<file path="config.mk">
export PLATFORM = sky130hd
export DESIGN_NAME = md5_stream_hash
export DESIGN_NICKNAME = d
export VERILOG_FILES = /design/src/hw/rtl/md5_pkg.sv /design/src/hw/rtl/md5_stream_hash.sv /design/src/hw/rtl/md5_compress.sv
export SDC_FILE = /design/constraint.sdc
export NUM_CORES = 2
export LEC_CHECK = 0
export ABC_AREA = 1
export BUFFER_PORTS_ARGS = -buffer_cell sky130_fd_sc_hd__buf_2
export CORE_MARGIN = 3
export CORE_UTILIZATION = 45
export DETAILED_ROUTE_END_ITERATION = 10
export PLACE_DENSITY = 0.66
export SYNTH_ARGS = -nofsm -noshare
export SYNTH_HDL_FRONTEND = slang
export SYNTH_SLANG_ARGS = --single-unit
</file>
<file path="constraint.sdc">
create_clock -name clk_i -period 13.53 [get_ports clk_i]
set_input_delay 0 -clock clk_i [delete_from_list [all_inputs] [get_ports clk_i]]
set_output_delay 0 -clock clk_i [all_outputs]
set_load 0.05 [all_outputs]
</file>
<file path="src/hw/rtl/md5_pkg.sv">
// Shared constants, types and round helpers for the MD5 stream hasher.
// No dependencies; imported by md5_compress and md5_stream_hash.
package md5_pkg;

  // Four 32-bit words, index 0 = A in the lowest bits
  typedef logic [3:0][31:0] md5_words_t;

  localparam md5_words_t Md5Iv = {32'h10325476, 32'h98BADCFE,
                                  32'hEFCDAB89, 32'h67452301};

  localparam logic [31:0] SineRom [64] = '{
    32'hd76aa478, 32'he8c7b756, 32'h242070db, 32'hc1bdceee,
    32'hf57c0faf, 32'h4787c62a, 32'ha8304613, 32'hfd469501,
    32'h698098d8, 32'h8b44f7af, 32'hffff5bb1, 32'h895cd7be,
    32'h6b901122, 32'hfd987193, 32'ha679438e, 32'h49b40821,
    32'hf61e2562, 32'hc040b340, 32'h265e5a51, 32'he9b6c7aa,
    32'hd62f105d, 32'h02441453, 32'hd8a1e681, 32'he7d3fbc8,
    32'h21e1cde6, 32'hc33707d6, 32'hf4d50d87, 32'h455a14ed,
    32'ha9e3e905, 32'hfcefa3f8, 32'h676f02d9, 32'h8d2a4c8a,
    32'hfffa3942, 32'h8771f681, 32'h6d9d6122, 32'hfde5380c,
    32'ha4beea44, 32'h4bdecfa9, 32'hf6bb4b60, 32'hbebfbc70,
    32'h289b7ec6, 32'heaa127fa, 32'hd4ef3085, 32'h04881d05,
    32'hd9d4d039, 32'he6db99e5, 32'h1fa27cf8, 32'hc4ac5665,
    32'hf4292244, 32'h432aff97, 32'hab9423a7, 32'hfc93a039,
    32'h655b59c3, 32'h8f0ccc92, 32'hffeff47d, 32'h85845dd1,
    32'h6fa87e4f, 32'hfe2ce6e0, 32'ha3014314, 32'h4e0811a1,
    32'hf7537e82, 32'hbd3af235, 32'h2ad7d2bb, 32'heb86d391
  };

  // Rotate amounts, indexed by {stage, round[1:0]}
  localparam logic [4:0] RotTab [16] = '{
    5'd7, 5'd12, 5'd17, 5'd22,
    5'd5, 5'd9,  5'd14, 5'd20,
    5'd4, 5'd11, 5'd16, 5'd23,
    5'd6, 5'd10, 5'd15, 5'd21
  };

  localparam logic [1:0] StageF = 2'd0;
  localparam logic [1:0] StageG = 2'd1;
  localparam logic [1:0] StageH = 2'd2;
  localparam logic [1:0] StageI = 2'd3;

  // Message word used in a given round
  function automatic logic [3:0] md5_msg_idx(input logic [5:0] rnd);
    logic [3:0] q;
    logic [3:0] idx;
    q = rnd[3:0];
    case (rnd[5:4])
      StageF:  idx = q;
      StageG:  idx = 4'((q << 2) + q + 4'd1);
      StageH:  idx = 4'((q << 1) + q + 4'd5);
      StageI:  idx = 4'((q << 3) - q);
      default: idx = q;
    endcase
    return idx;
  endfunction

  function automatic logic [31:0] md5_round_fn(input logic [1:0]  stage,
                                               input logic [31:0] b,
                                               input logic [31:0] c,
                                               input logic [31:0] d);
    logic [31:0] f;
    case (stage)
      StageF:  f = (b & c) | (~b & d);
      StageG:  f = (d & b) | (~d & c);
      StageH:  f = b ^ c ^ d;
      StageI:  f = c ^ (b | ~d);
      default: f = b ^ c ^ d;
    endcase
    return f;
  endfunction

endpackage

</file>
<file path="src/hw/rtl/md5_stream_hash.sv">
// Streaming MD5: one byte per beat in, one 128-bit digest beat out per message.
// Ordinary byte beats are taken in idle; the 64th byte of a block starts the
// compression unit, which runs one round per cycle (start, 64 rounds, chain add).
// The last beat leads to S_PAD and a compression, plus S_LEN and another one
// when the length needs an extra block, then to S_OUT. Input is ready only in
// idle. Async active-low reset loads the initial vector, clears the length and
// control; the block buffer is not reset. Depends on md5_pkg and md5_compress.
module md5_stream_hash (
  input  logic         clk_i,
  input  logic         rst_ni,
  input  logic         s_axis_tvalid_i,
  output logic         s_axis_tready_o,
  input  logic [7:0]   s_axis_tdata_i,   // [7:0] data_byte
  input  logic         s_axis_tuser_i,   // [0] has_byte
  input  logic         s_axis_tlast_i,   // last
  output logic         m_axis_tvalid_o,
  input  logic         m_axis_tready_i,
  output logic [127:0] m_axis_tdata_o    // word_a, word_b, word_c, word_d
);
  import md5_pkg::*;

  localparam logic [2:0] S_IDLE = 3'd0;
  localparam logic [2:0] S_PAD  = 3'd1;
  localparam logic [2:0] S_LEN  = 3'd2;
  localparam logic [2:0] S_RND  = 3'd3;
  localparam logic [2:0] S_OUT  = 3'd4;

  logic [2:0]  state_q;
  logic [2:0]  ret_q;
  md5_words_t  chain_q;
  logic [63:0] count_q;
  logic [31:0] buf_q [16];
  logic        out_valid_q;
  logic [127:0] out_data_q;

  logic        in_beat;
  logic [5:0]  pos;
  logic [3:0]  pos_word;
  logic [1:0]  pos_lane;
  logic        pos_tail;
  logic [63:0] len_bits;
  logic        out_free;
  logic        start;
  logic [3:0]  msg_idx;
  md5_words_t  work;
  logic        cmp_done;

  assign s_axis_tready_o = (state_q == S_IDLE);
  assign in_beat  = s_axis_tvalid_i && s_axis_tready_o;
  assign pos      = count_q[5:0];
  assign pos_word = pos[5:2];
  assign pos_lane = pos[1:0];
  assign pos_tail = (pos[5:3] == 3'b111);   // no room left for the length
  assign len_bits = {count_q[60:0], 3'b000};
  assign out_free = !out_valid_q || m_axis_tready_i;

  assign start = (in_beat && s_axis_tuser_i && (pos == 6'd63)) ||
                 (state_q == S_PAD) || (state_q == S_LEN);

  assign m_axis_tvalid_o = out_valid_q;
  assign m_axis_tdata_o  = out_data_q;

  md5_compress u_compress (
    .clk_i      (clk_i),
    .rst_ni     (rst_ni),
    .start_i    (start),
    .chain_i    (chain_q),
    .msg_word_i (buf_q[msg_idx]),
    .msg_idx_o  (msg_idx),
    .work_o     (work),
    .done_o     (cmp_done)
  );

  // Block buffer: byte lanes, pad marker, tail clear and length words
  always_ff @(posedge clk_i) begin
    if (in_beat && s_axis_tuser_i) begin
      if (pos_lane == 2'd0) begin
        buf_q[pos_word] <= {24'd0, s_axis_tdata_i};
      end else begin
        buf_q[pos_word][{pos_lane, 3'b000} +: 8] <= s_axis_tdata_i;
      end
    end
    if (state_q == S_PAD) begin
      if (pos_lane == 2'd0) begin
        buf_q[pos_word] <= 32'h0000_0080;
      end else begin
        buf_q[pos_word][{pos_lane, 3'b000} +: 8] <= 8'h80;
      end
      // length words are left to the branch below when they fit
      for (int i = 0; i < 16; i++) begin
        if ((4'(i) > pos_word) && (pos_tail || (i < 14))) begin
          buf_q[i] <= '0;
        end
      end
      if (!pos_tail) begin
        buf_q[14] <= len_bits[31:0];
        buf_q[15] <= len_bits[63:32];
      end
    end
    if (state_q == S_LEN) begin
      for (int i = 0; i < 14; i++) begin
        buf_q[i] <= '0;
      end
      buf_q[14] <= len_bits[31:0];
      buf_q[15] <= len_bits[63:32];
    end
  end

  always_ff @(posedge clk_i or negedge rst_ni) begin
    if (!rst_ni) begin
      state_q     <= S_IDLE;
      ret_q       <= S_IDLE;
      chain_q     <= Md5Iv;
      count_q     <= '0;
      out_valid_q <= 1'b0;
      out_data_q  <= '0;
    end else begin
      if (out_valid_q && m_axis_tready_i && (state_q != S_OUT)) begin
        out_valid_q <= 1'b0;
      end
      case (state_q)
        S_IDLE: begin
          if (in_beat) begin
            if (s_axis_tuser_i) begin
              count_q <= count_q + 64'd1;
            end
            if (s_axis_tuser_i && (pos == 6'd63)) begin
              state_q <= S_RND;
              ret_q   <= s_axis_tlast_i ? S_PAD : S_IDLE;
            end else if (s_axis_tlast_i) begin
              state_q <= S_PAD;
            end
          end
        end
        S_PAD: begin
          state_q <= S_RND;
          ret_q   <= pos_tail ? S_LEN : S_OUT;
        end
        S_LEN: begin
          state_q <= S_RND;
          ret_q   <= S_OUT;
        end
        S_RND: begin
          if (cmp_done) begin
            for (int i = 0; i < 4; i++) begin
              chain_q[i] <= chain_q[i] + work[i];
            end
            state_q <= ret_q;
          end
        end
        S_OUT: begin
          // a held digest is either still waiting or taken this cycle
          if (out_free) begin
            out_data_q  <= chain_q;
            out_valid_q <= 1'b1;
            chain_q     <= Md5Iv;
            count_q     <= '0;
            state_q     <= S_IDLE;
          end
        end
        default: state_q <= S_IDLE;
      endcase
    end
  end

endmodule

</file>
<file path="src/hw/rtl/md5_compress.sv">
// MD5 compression unit: one round per cycle over 64 rounds, shared round adder.
// Depends on md5_pkg (constant ROM, rotate table, round functions).
module md5_compress (
  input  logic                clk_i,
  input  logic                rst_ni,
  input  logic                start_i,
  input  md5_pkg::md5_words_t chain_i,
  input  logic [31:0]         msg_word_i,
  output logic [3:0]          msg_idx_o,
  output md5_pkg::md5_words_t work_o,
  output logic                done_o
);
  import md5_pkg::*;

  logic [5:0]  round_q;
  logic        busy_q;
  logic        done_q;
  md5_words_t  work_q;

  logic [31:0] f_val;
  logic [31:0] sum;
  logic [4:0]  amt;
  logic [63:0] dbl;
  logic [31:0] new_b;

  always_comb begin
    f_val = md5_round_fn(round_q[5:4], work_q[1], work_q[2], work_q[3]);
    sum   = work_q[0] + f_val + SineRom[round_q] + msg_word_i;
    amt   = RotTab[{round_q[5:4], round_q[1:0]}];
    // rotate left: upper half of the doubled word shifted up
    dbl   = {sum, sum} << amt;
    new_b = work_q[1] + dbl[63:32];
  end

  assign msg_idx_o = md5_msg_idx(round_q);
  assign work_o    = work_q;
  assign done_o    = done_q;

  always_ff @(posedge clk_i or negedge rst_ni) begin
    if (!rst_ni) begin
      round_q <= '0;
      busy_q  <= 1'b0;
      done_q  <= 1'b0;
      work_q  <= '0;
    end else begin
      done_q <= 1'b0;
      if (start_i) begin
        work_q  <= chain_i;
        round_q <= '0;
        busy_q  <= 1'b1;
      end else if (busy_q) begin
        work_q[0] <= work_q[3];
        work_q[3] <= work_q[2];
        work_q[2] <= work_q[1];
        work_q[1] <= new_b;
        round_q   <= round_q + 6'd1;
        if (round_q == 6'd63) begin
          busy_q <= 1'b0;
          done_q <= 1'b1;
        end
      end
    end
  end

endmodule

</file>
==> flow_metrics.tcl <==
set metrics [dict create \
    synth.area.top_cells "dfrtp_1 (17%), dfxtp_1 (15%), o21ai_0 (8.9%)" \
    drc 0 \
    post_cts_buffers 0 \
    ys_types 70 \
    die_x_um 370 \
    synth_top_area_cell "dfrtp_1" \
    num-fill-cells 12900 \
    tns_ns 0 \
    r2r_end "u_compress.work_o[53]" \
    fp.coreArea_um2 130000 \
    die_height_um 370 \
    grt_usage_pct 35.7 \
    drt_pass1_iterations 6 \
    gp_congestion 1.04 \
    outcome "complete, but fails checks" \
    drv_slew 0 \
    end_kind "flip-flop" \
    yosysSeqAreaShare_pct 37.7 \
    io_pins 144 \
    r2r_setup_slack_ns 2.87 \
    dp_hpwl_mm 185 \
    cp_common_cell "o21ai_0" \
    slowest_stage "dfrtp_1" \
    path_class "reg -> reg" \
    fin_skew_ns 0.116 \
    cts_made_buffers 110 \
    synth_flop_cell "dfxtp_1" \
    cts_tree "yes" \
    hp-class "in -> reg" \
    cp-start-kind "flip-flop" \
    nNetsFinal 8400 \
    crit_path_max_fanout 67 \
    yosysMostFrequentCell "nand2_1" \
    worst_pin_slew_ns 1.48 \
    io_buffers 143 \
    grt_pass1_vias 56100 \
    wl_per_cell_um 25.3 \
    worstHoldStart "s_axis_tlast_i" \
    grt_first_pass_wirelength_mm 369 \
    vias 60300 \
    clk_latency_ns 0.80 \
    cp.arrival_ns 11.28 \
    fin_crit_sh_pct 78.8 \
    met3_length_mm 20.3 \
    crit_required_ns 14.15 \
    cap_violations 1 \
    top_layer_used "met5" \
    wl_met1_mm 102 \
    totalWireLength_mm 250 \
    dr.first_iter.drc_count 6883 \
    dieArea_um2 137000 \
    multiInputGateArea_um2 32000 \
    fin_crit_ns 10.66 \
    syn_nets 8452 \
    netlist.area_leader.share_pct 16.6 \
    rsz0062_at_grt "no" \
    via_per_inst 6.09 \
    min_to "ret_q[0]" \
    path_clk_slew_ns 0.06 \
    ant_nets 0 \
    syn_to_final_growth_pct 10.2 \
    synth-edff-count 61 \
    rows 132 \
    worst_path_largest_cell_delay_ns 0.72 \
    cts-htree-levels 3 \
    start_util_pct 45.7 \
    grt_start_max_net_pins 177 \
    fin_util_pct 50.3 \
    ys_top_cells_by_count "nand2_1 (1313), o21ai_0 (1065), a21oi_1 (1054), inv_1 (913), nor2_1 (531)" \
    met2_length_mm 109 \
    r2r_cells 44 \
    yosys_register_bits 972 \
    fmax_mhz 93.8 \
    clockRootBuffer "clkbuf_16" \
    yosys_warnings 0 \
    cts.sinks 972 \
    antenna_found_initial 6 \
    seqCellArea_um2 22500 \
    syn_inst 8117 \
    hold_viol_final 0 \
    drive_gt1_share_pct 7.60 \
    grt.overflow.total 0 \
    synth.cell_area_um2 59600 \
    relSlewSlack_pct 0.903 \
    setup-violations-final 0 \
    violations "capacitance limit" \
    hold_path_depth 4 \
    reg2reg_from "u_compress.round_q[1]" \
    synth.avg_cell_area_um2 7.34 \
    cts.path.max_buffers 3 \
    synthArstFlopShare_pct 47.3 \
]
==> repair_timing <==
| action | CTS | global route |
|---|---|---|
| hold endpoints to repair | 219 | 0 |
| hold buffers | 16 | 0 |
| resized for setup | 0 | 0 |
==> cell type report <==
cell class	count	area share, %
multi-input cells	5760	48.7
well taps	1742	3.32
clock inverters	47	0.846
flip-flops and latches	972	34.2
inverters	963	5.51
diodes	2	0.00762
clock buffers	159	4.80
repair buffers	258	2.60
==> sequential cells by signal, summed over array words and instances (netlist names) <==
signal / flops
buf_q: 512
chain_q: 128
m_axis_tdata_o: 128
u_compress.work_o: 128
count_q: 61
u_compress.round_q: 6
ret_q: 3
state_q: 3
m_axis_tvalid_o: 1
u_compress.busy_q: 1
u_compress.done_o: 1
==> worst max path at each step <==
stage,startpoint,end,cells past startpoint
after floorplan,u_compress.round_q[2],u_compress.work_o[53],50
after global placement,u_compress.round_q[1],u_compress.work_o[53],44
after detailed placement,u_compress.round_q[1],u_compress.work_o[53],43
after CTS,u_compress.round_q[1],u_compress.work_o[53],42
after global routing,u_compress.round_q[1],u_compress.work_o[55],44
final,u_compress.round_q[1],u_compress.work_o[53],44
==> cells by family (layout without fill, tap and decap cells) <==
kind of cell               after synthesis  in the layout  synth area share (%)
AOI/OAI and AO/OA                     2729           2729                  25.7
xor gates and xnor gates                71             71                  1.04
adders and majority gates              321            321                  7.60
buffers and inverters                 1385           1427                  8.92
DFF                                    972            972                  37.7
muxes                                   28             28                 0.470
other                                    0              2                     0
and+or+nand+nor                       2611           2611                  18.6
==> through the flow <==
stage	area, um2	hold slack (ns)	cells	setup WS [ns]
3_3_place_gp	61800	0.0924	9679	3.45
4_1_cts	65600	0.0553	9901	3.11
6_report	65600	0.0960	9903	2.87
5_1_grt	65600	0.108	9901	2.17
3_5_place_dp	61800	0.0900	9679	3.18
2_1_floorplan	59600	-0.296	8117	5.51
==> critical path, delay by kind of cell (launching register included) <==
family / cells / cell delay (ns)
compound gates: 17 / 3.24
fa+ha+maj: 4 / 1.79
buf+inv: 8 / 2.13
flops: 1 / 0.72
simple gates: 15 / 2.53
==> per-layer routing <==
| layer | global-route usage [%] | up-vias |
|---|---|---|
| met5 | 0 | - |
| met4 | 22.5 | 2 |
| met3 | 5.25 | 625 |
| met2 | 54.8 | 2946 |
| met1 | 47.3 | 28900 |
| li1 | - | 27800 |
==> layout by cell type (no fill, tap or decap), types with 12 or more instances in the layout <==
master / netlist / layout
a211oi_1: 59 / 59
a21oi_1: 1054 / 1050
a22oi_1: 18 / 18
a31oi_1: 19 / 19
buf_2: 72 / 142
buf_4: 3 / 94
clkbuf_1: 308 / 30
clkbuf_16: 0 / 112
clkbuf_8: 0 / 17
clkinv_1: 11 / 15
clkinv_2: 0 / 21
dfrtp_1: 396 / 396
dfstp_2: 64 / 64
dfxtp_1: 451 / 451
dlygate4sd3_1: 0 / 15
edfxtp_1: 61 / 61
fa_1: 68 / 68
ha_1: 253 / 253
inv_1: 913 / 910
inv_2: 39 / 42
mux2i_1: 28 / 28
nand2_1: 1313 / 1310
nand3_1: 455 / 455
nand4_1: 32 / 32
nor2_1: 531 / 521
nor2_2: 20 / 23
nor2_4: 5 / 12
nor3_1: 172 / 172
nor4_1: 23 / 23
o211ai_1: 86 / 86
o21a_1: 28 / 28
o21ai_0: 1065 / 1064
o21bai_1: 16 / 16
o221ai_1: 148 / 147
o22ai_1: 97 / 97
o311ai_0: 49 / 49
o31ai_1: 16 / 16
or2_2: 18 / 18
xnor2_1: 15 / 15
xor2_1: 56 / 56
Power is not shown: default switching activity piles up to over one toggle a cycle in this logic, so the estimate is an artifact.
